$ cat src/sv/ple_pkg.sv
package ple_pkg;

  // Default configuration
  localparam int DEPTH_DEF      = 64;
  localparam int DATA_WIDTH_DEF = 32;

  // Fixed field widths of the stream payloads
  localparam int OP_W    = 2;
  localparam int POS_W   = 7;
  localparam int VAL_W   = 32;
  localparam int STAT_W  = 2;
  localparam int COUNT_W = 7;
  localparam int IN_TDATA_W  = 48;
  localparam int OUT_TDATA_W = 48;

  // Request opcodes
  localparam logic [OP_W-1:0] OP_INSERT = 2'd0;
  localparam logic [OP_W-1:0] OP_REMOVE = 2'd1;
  localparam logic [OP_W-1:0] OP_READ   = 2'd2;

  // Result status codes
  localparam logic [STAT_W-1:0] STAT_OK     = 2'd0;
  localparam logic [STAT_W-1:0] STAT_EMPTY  = 2'd1;
  localparam logic [STAT_W-1:0] STAT_BADPOS = 2'd2;
  localparam logic [STAT_W-1:0] STAT_FULL   = 2'd3;

  // Sequencer states
  typedef enum logic [2:0] {
    S_IDLE,
    S_INS,
    S_GRAB,
    S_SHIFT,
    S_FIN
  } ple_state_t;

endpackage

$ cat src/sv/positional_list_engine_top.sv
// Error results pass from the input transfer through S_FIN to the output; read
//   passes through S_GRAB and S_FIN; insert and remove shift the entries between
//   position and count, one entry moved per cycle through the single read / single
//   write port of the entry memory. One request is handled at a time.
// A new request may be taken while the previous result waits on the output.
// Reset (rst_n, synchronous, active low) clears the count, the sequencer and
//   the output valid; the entry memory is not cleared and needs no sweep.
module positional_list_engine_top #(
  parameter int DEPTH      = ple_pkg::DEPTH_DEF,
  parameter int DATA_WIDTH = ple_pkg::DATA_WIDTH_DEF
) (
  input  logic                             clk,
  input  logic                             rst_n,
  input  logic                             in_tvalid,
  output logic                             in_tready,
  // [1:0] opcode, [8:2] position, [40:9] value, [47:41] zero
  input  logic [ple_pkg::IN_TDATA_W-1:0]   in_tdata,
  output logic                             out_tvalid,
  input  logic                             out_tready,
  // [1:0] status, [33:2] data_out, [40:34] count, [47:41] zero
  output logic [ple_pkg::OUT_TDATA_W-1:0]  out_tdata
);

  localparam int AW    = $clog2(DEPTH);
  localparam int CNT_W = $clog2(DEPTH + 1);
  localparam int CW    = (CNT_W > ple_pkg::POS_W) ? CNT_W : ple_pkg::POS_W;

  // Input field split
  logic [ple_pkg::OP_W-1:0]   in_opcode;
  logic [ple_pkg::POS_W-1:0]  in_position;
  logic [ple_pkg::VAL_W-1:0]  in_value;
  assign in_opcode   = in_tdata[1:0];
  assign in_position = in_tdata[8:2];
  assign in_value    = in_tdata[40:9];

  // Control state
  ple_pkg::ple_state_t state_r, state_nxt;
  logic [CNT_W-1:0] cnt_r, cnt_nxt;
  logic [CNT_W-1:0] rem_r, rem_nxt;
  logic             wpend_r, wpend_nxt;
  logic             out_valid_r, out_valid_nxt;

  // Payload state
  logic [ple_pkg::OP_W-1:0]   op_r, op_nxt;
  logic [AW-1:0]              pos_r, pos_nxt;
  logic [DATA_WIDTH-1:0]      val_r, val_nxt;
  logic [ple_pkg::STAT_W-1:0] stat_r, stat_nxt;
  logic [ple_pkg::VAL_W-1:0]  data_r, data_nxt;
  logic [AW-1:0]              rd_idx_r, rd_idx_nxt;
  logic [AW-1:0]              wa_r, wa_nxt;
  logic [ple_pkg::STAT_W-1:0] out_status_r, out_status_nxt;
  logic [ple_pkg::VAL_W-1:0]  out_data_r, out_data_nxt;
  logic [ple_pkg::COUNT_W-1:0] out_count_r, out_count_nxt;

  // Memory ports
  logic [DATA_WIDTH-1:0] mem [DEPTH];
  logic [DATA_WIDTH-1:0] rd_data_r;
  logic                  mem_we;
  logic [AW-1:0]         mem_wa;
  logic [DATA_WIDTH-1:0] mem_wd;
  logic [AW-1:0]         mem_ra;

  // Width conversions
  logic [CW-1:0]                pos_w, cnt_w, new_cnt_w;
  logic signed [ple_pkg::VAL_W-1:0] in_val_s;
  logic [63:0]                  in_val_sx;
  logic signed [DATA_WIDTH-1:0] rd_s;
  logic [63:0]                  rd_sx;
  logic                         in_xfer;
  logic                         out_free;
  logic [ple_pkg::STAT_W-1:0]   chk_stat;

  assign pos_w     = CW'(in_position);
  assign cnt_w     = CW'(cnt_r);
  assign new_cnt_w = CW'(cnt_r);
  assign in_val_s  = in_value;
  assign in_val_sx = 64'(in_val_s);
  assign rd_s      = rd_data_r;
  assign rd_sx     = 64'(rd_s);

  assign in_tready  = (state_r == ple_pkg::S_IDLE);
  assign in_xfer    = in_tvalid && in_tready;
  assign out_free   = !out_valid_r || out_tready;
  assign out_tvalid = out_valid_r;
  assign out_tdata  = {7'd0, out_count_r, out_data_r, out_status_r};

  // Request check against the current count
  always_comb begin
    chk_stat = ple_pkg::STAT_BADPOS;
    case (in_opcode)
      ple_pkg::OP_INSERT: begin
        if (pos_w > cnt_w) begin
          chk_stat = ple_pkg::STAT_BADPOS;
        end else if (cnt_w == CW'(DEPTH)) begin
          chk_stat = ple_pkg::STAT_FULL;
        end else begin
          chk_stat = ple_pkg::STAT_OK;
        end
      end
      ple_pkg::OP_REMOVE, ple_pkg::OP_READ: begin
        if (cnt_w == '0) begin
          chk_stat = ple_pkg::STAT_EMPTY;
        end else if (pos_w >= cnt_w) begin
          chk_stat = ple_pkg::STAT_BADPOS;
        end else begin
          chk_stat = ple_pkg::STAT_OK;
        end
      end
      default: chk_stat = ple_pkg::STAT_BADPOS;
    endcase
  end

  // Sequencer: next state, memory accesses and output load
  always_comb begin
    state_nxt      = state_r;
    cnt_nxt        = cnt_r;
    rem_nxt        = rem_r;
    wpend_nxt      = wpend_r;
    out_valid_nxt  = out_valid_r;
    op_nxt         = op_r;
    pos_nxt        = pos_r;
    val_nxt        = val_r;
    stat_nxt       = stat_r;
    data_nxt       = data_r;
    rd_idx_nxt     = rd_idx_r;
    wa_nxt         = wa_r;
    out_status_nxt = out_status_r;
    out_data_nxt   = out_data_r;
    out_count_nxt  = out_count_r;
    mem_we         = 1'b0;
    mem_wa         = wa_r;
    mem_wd         = rd_data_r;
    mem_ra         = rd_idx_r;

    // result taken
    if (out_valid_r && out_tready) begin
      out_valid_nxt = 1'b0;
    end

    case (state_r)
      ple_pkg::S_IDLE: begin
        // read the named entry right away for remove and read
        mem_ra = pos_w[AW-1:0];
        if (in_xfer) begin
          op_nxt    = in_opcode;
          pos_nxt   = pos_w[AW-1:0];
          val_nxt   = in_val_sx[DATA_WIDTH-1:0];
          stat_nxt  = chk_stat;
          data_nxt  = '0;
          wpend_nxt = 1'b0;
          if (chk_stat != ple_pkg::STAT_OK) begin
            state_nxt = ple_pkg::S_FIN;
          end else if (in_opcode == ple_pkg::OP_INSERT) begin
            // move entries count-1 down to position one place up
            cnt_nxt    = cnt_r + 1'b1;
            rem_nxt    = CNT_W'(cnt_w - pos_w);
            rd_idx_nxt = AW'(cnt_w - 1'b1);
            state_nxt  = ple_pkg::S_INS;
          end else begin
            if (in_opcode == ple_pkg::OP_REMOVE) begin
              cnt_nxt = cnt_r - 1'b1;
            end
            rem_nxt    = CNT_W'(cnt_w - pos_w - 1'b1);
            rd_idx_nxt = AW'(pos_w + 1'b1);
            state_nxt  = ple_pkg::S_GRAB;
          end
        end
      end

      ple_pkg::S_INS: begin
        if (wpend_r) begin
          mem_we = 1'b1;
        end
        if (rem_r != '0) begin
          wpend_nxt  = 1'b1;
          wa_nxt     = rd_idx_r + 1'b1;
          rd_idx_nxt = rd_idx_r - 1'b1;
          rem_nxt    = rem_r - 1'b1;
        end else begin
          wpend_nxt = 1'b0;
          if (!wpend_r) begin
            // gap is open: drop the new value in
            mem_we    = 1'b1;
            mem_wa    = pos_r;
            mem_wd    = val_r;
            state_nxt = ple_pkg::S_FIN;
          end
        end
      end

      ple_pkg::S_GRAB: begin
        data_nxt = rd_sx[ple_pkg::VAL_W-1:0];
        if (op_r == ple_pkg::OP_REMOVE) begin
          state_nxt = ple_pkg::S_SHIFT;
        end else begin
          state_nxt = ple_pkg::S_FIN;
        end
      end

      ple_pkg::S_SHIFT: begin
        if (wpend_r) begin
          mem_we = 1'b1;
        end
        if (rem_r != '0) begin
          wpend_nxt  = 1'b1;
          wa_nxt     = rd_idx_r - 1'b1;
          rd_idx_nxt = rd_idx_r + 1'b1;
          rem_nxt    = rem_r - 1'b1;
        end else begin
          wpend_nxt = 1'b0;
          if (!wpend_r) begin
            state_nxt = ple_pkg::S_FIN;
          end
        end
      end

      ple_pkg::S_FIN: begin
        if (out_free) begin
          out_valid_nxt  = 1'b1;
          out_status_nxt = stat_r;
          out_data_nxt   = data_r;
          out_count_nxt  = new_cnt_w[ple_pkg::COUNT_W-1:0];
          state_nxt      = ple_pkg::S_IDLE;
        end
      end

      default: state_nxt = ple_pkg::S_IDLE;
    endcase
  end

  // Control registers
  always_ff @(posedge clk) begin
    if (!rst_n) begin
      state_r     <= ple_pkg::S_IDLE;
      cnt_r       <= '0;
      rem_r       <= '0;
      wpend_r     <= 1'b0;
      out_valid_r <= 1'b0;
    end else begin
      state_r     <= state_nxt;
      cnt_r       <= cnt_nxt;
      rem_r       <= rem_nxt;
      wpend_r     <= wpend_nxt;
      out_valid_r <= out_valid_nxt;
    end
  end

  // Payload registers
  always_ff @(posedge clk) begin
    op_r         <= op_nxt;
    pos_r        <= pos_nxt;
    val_r        <= val_nxt;
    stat_r       <= stat_nxt;
    data_r       <= data_nxt;
    rd_idx_r     <= rd_idx_nxt;
    wa_r         <= wa_nxt;
    out_status_r <= out_status_nxt;
    out_data_r   <= out_data_nxt;
    out_count_r  <= out_count_nxt;
  end

  // Entry memory: one write port, one registered read port
  always_ff @(posedge clk) begin
    if (mem_we) begin
      mem[mem_wa] <= mem_wd;
    end
    rd_data_r <= mem[mem_ra];
  end

`ifndef NO_ASSERTIONS
  a_cnt_range: assert property (@(posedge clk) disable iff (!rst_n)
    cnt_r <= CNT_W'(DEPTH))
    else $error("entry count above depth");

  a_idle_no_write: assert property (@(posedge clk) disable iff (!rst_n)
    (state_r == ple_pkg::S_IDLE) |-> !mem_we)
    else $error("memory write while idle");

  a_insert_count: assert property (@(posedge clk) disable iff (!rst_n)
    (in_xfer && chk_stat == ple_pkg::STAT_OK && in_opcode == ple_pkg::OP_INSERT)
      |=> (cnt_r == $past(cnt_r) + 1'b1))
    else $error("insert did not bump count");

  a_fin_load: assert property (@(posedge clk) disable iff (!rst_n)
    (state_r == ple_pkg::S_FIN && out_free) |=>
      (out_valid_r && state_r == ple_pkg::S_IDLE))
    else $error("finished result not loaded");
`endif

endmodule
$ cat config.mk
export PLATFORM = sky130hd
export DESIGN_NAME = positional_list_engine_top
export DESIGN_NICKNAME = d
export VERILOG_FILES = /design/src/sv/ple_pkg.sv /design/src/sv/positional_list_engine_top.sv
export SDC_FILE = /design/constraint.sdc
export NUM_CORES = 2
export LEC_CHECK = 0
export BUFFER_PORTS_ARGS = -buffer_cell sky130_fd_sc_hd__buf_2
export CAP_MARGIN = 10
export CORE_MARGIN = 5
export CORE_UTILIZATION = 25
export CTS_BUF_LIST = sky130_fd_sc_hd__clkbuf_4 sky130_fd_sc_hd__clkbuf_8 sky130_fd_sc_hd__clkbuf_16
export CTS_CLUSTER_SIZE = 14
export DETAILED_ROUTE_END_ITERATION = 10
export HOLD_SLACK_MARGIN = 0.05
export PLACE_DENSITY = 0.5
export SLEW_MARGIN = 20
export SYNTH_ARGS = -nofsm -noshare
export SYNTH_HDL_FRONTEND = slang
export SYNTH_SLANG_ARGS = --single-unit
$ cat constraint.sdc
create_clock -name clk -period 5.11 [get_ports clk]
set_input_delay 0.511 -clock clk [delete_from_list [all_inputs] [get_ports clk]]
set_output_delay 0.511 -clock clk [all_outputs]
set_load 0.01 [all_outputs]
==> impl_metrics.py <==
metrics = {
    "clock_network": {
        "cts_max_level": 4,
        "clock_sinks": 2226,
        "clkSlewWorstSetupHoldPaths_ns": 0.06,
        "cts_tree": "built",
        "post-cts-setup-buffers": 0,
        "cts_made_buffers": 222,
        "clockRootBuffer": "clkbuf_16",
        "clk_latency_ns": 0.88,
        "cts_buffer_depth": 3,
    },
    "floorplanning": {
        "die_x_um": 598,
        "start_util_pct": 25.0,
        "die_area_um2": 358000,
        "io-pin-count": 102,
        "die_h_um": 598,
        "floorplan.rows": 216,
        "coreArea_um2": 345000,
    },
    "critical_path": {
        "worstSetupEndpointType": "flop",
        "cp.required_ns": 5.59,
        "critPathKind": "flop to flop",
        "critPathArrivalTime_ns": 5.07,
        "reg2regPathDepth": 10,
        "crit_fanout": 43,
        "start_kind": "flop",
    },
    "synthesis": {
        "syn_inst": 4924,
        "synth_edf_count": 2175,
        "synthArstFlopShare_pct": 0,
        "avgSynthCellArea_um2": 17.6,
        "synth_cell_types": 71,
        "yosysSeqAreaShare_pct": 76.7,
        "synth-seq-cells": 2226,
        "synthFlopType": "edfxtp_1",
        "synth_area_um2": 86500,
        "ys_warn_count": 0,
    },
    "finish": {
        "fin_cells": 10000,
        "final_core_util_pct": 29.7,
        "drive_above_1_share_pct": 22.1,
        "syn_to_final_growth_pct": 18.5,
        "layout.nets": 5338,
        "final_common_cell": "edfxtp_1",
        "finish.instance_area_um2": 102000,
        "layout_common_cells": "2175 x edfxtp_1, 640 x nand2_1, 286 x mux4_2",
    },
    "sta": {
        "hold-worst-slack_ns": 0.356,
        "rsz0062_at_grt": "no",
        "setup_viol": 0,
        "setup_tns_ns": 0,
        "fin_skew_ns": 0.0432,
        "worst-slew-pin-transition_ns": 1.11,
        "drv_slew": 0,
        "hold_violations": 0,
        "period_needed_ns": 4.59,
        "finalCritPeriodShare_pct": 89.9,
        "relSlewSlack_pct": 25.8,
        "clock.fmax_mhz": 218,
    },
    "routing": {
        "via_count": 49700,
        "avgRoutedWirePerCell_um": 28.1,
        "routed_wl_um": 283000,
        "drc_errors": 0,
        "first_iter_violations": 5870,
        "viasPerCell": 4.95,
        "ant_nets": 0,
        "drtPass1Iterations": 7,
    },
    "placed_design": {
        "gp_congestion": 0.819,
        "place_hpwl_um": 170000,
        "port_buffers": 87,
        "dpl_cell_area_um2": 94700,
        "dp_cells": 9578,
    },
    "power": {
        "p_leak_nw": 32.6,
        "peakVddDrop_uv": 322,
        "power.density_nw_per_um2": 495,
    },
    "run_status": {
        "status": "completed",
    },
    "grt": {
        "grt.met1_usage_pct": 20.7,
        "antenna_found_initial": 19,
        "grt_remaining_overflow": 0,
        "grt_pass1_wl_um": 391000,
        "grt.total_usage_pct": 15.4,
        "met2_usage_pct": 24.9,
        "use_met3_pct": 2.52,
        "grt_pass1_vias": 48300,
        "grt_busiest_layer": "met2",
        "grt_max_degree": 111,
    },
    "min_path": {
        "whs_path_depth": 2,
        "hold_class": "primary input to flop",
    },
    "job": {
        "maxCapViolCount": 0,
    },
}
## layout make-up
cell class	instances	area [um^2]
clock inverter	102	940
antenna	5	12.5
multi-input combinational	2370	19300
inverter	26	97.6
fill	33900	243000
timing repair buffer	421	3690
sequential	2226	66300
tap	4578	5730
clock buffer	315	6350
## repair_timing
item / CTS / global route
hold buffers: 43 / 0
endpoints found under the setup margin: 0 / 0
hold endpoints to repair: 48 / 0
gates resized for setup: 0 / 0
## cell usage after synthesis, drive strengths merged (18+ instances only)
library cell / instances / share of area [%]
edfxtp: 2175 / 76
nand2: 643 / 2.8
mux4: 286 / 7.5
clkbuf: 169 / 0.73
nand3: 146 / 0.85
buf: 139 / 0.96
and3: 135 / 0.98
a211oi: 134 / 1.2
a21oi: 117 / 0.68
nor2: 116 / 0.51
a31oi: 101 / 0.73
o21ai: 70 / 0.41
a22oi: 65 / 0.56
mux2i: 59 / 0.68
dfxtp: 51 / 1.2
a32oi: 50 / 0.51
mux2: 44 / 0.57
and2: 40 / 0.29
nand4: 38 / 0.27
inv: 24 / 0.10
a221oi: 23 / 0.23
a311oi: 21 / 0.21
ha: 18 / 0.26
or3: 18 / 0.13
## per-stage QoR
step	setup WS (ns)	power, mW
global route	0.324	52.6
finish	0.518	50.8
detailed placement	0.549	35.0
global placement	0.549	34.7
CTS	0.502	51.1
floorplan	0.747	30.1
## sequential cells by signal, summed over array words and instances, names as in the netlist, 6 cells and up
name,cells
pos_r,6
data_r,32
val_r,32
rem_r,7
rd_data_r,32
cnt_r,7
rd_idx_r,6
out_data_r,32
mem,2048
out_count_r,7
wa_r,6
## worst max-delay path, stage by stage (launching register included)
cell      delay (ns)
dfxtp_1         0.32
inv_1           0.12
ha_1            0.15
nor4b_1         0.22
nand2_1         0.19
nor4_2          0.56
buf_12          0.43
a31oi_1         0.30
nand2b_1        0.40
nor2_4          0.81
buf_4           0.63
## path summary, 6_finish.rpt
| kind | startpoint | end | slack [ns] |
|---|---|---|---|
| worst min-delay path | in_tdata[23] | val_r[14] | 0.36 |
| worst min register to register | data_r[8] | out_data_r[8] | 0.42 |
| worst max-delay path | rem_r[0] | mem[13][19] | 0.52 |
| worst max register to register | rem_r[0] | mem[13][19] | 0.52 |
## logic make-up after synthesis
logic type | synth area share (%)
other cells | 0.00434
xor+xnor | 0.253
buf+inv | 1.80
fa+ha+maj | 0.284
simple gates | 6.55
compound gates | 5.67
flops | 76.7
mux | 8.71
## power by group
part	internal, mW	switching [mW]
clock network	9.18	6.99
registers	23.0	0.522
logic	3.34	7.69
total	35.6	15.2
## layer usage
layer,part of all wire (%),vias up
met1,41,26500
met2,47,2248
li1,-,20500
met5,0.014,-
met4,4.1,4
met3,7.6,484
No activity file was read; power rests on OpenSTA's default activity.
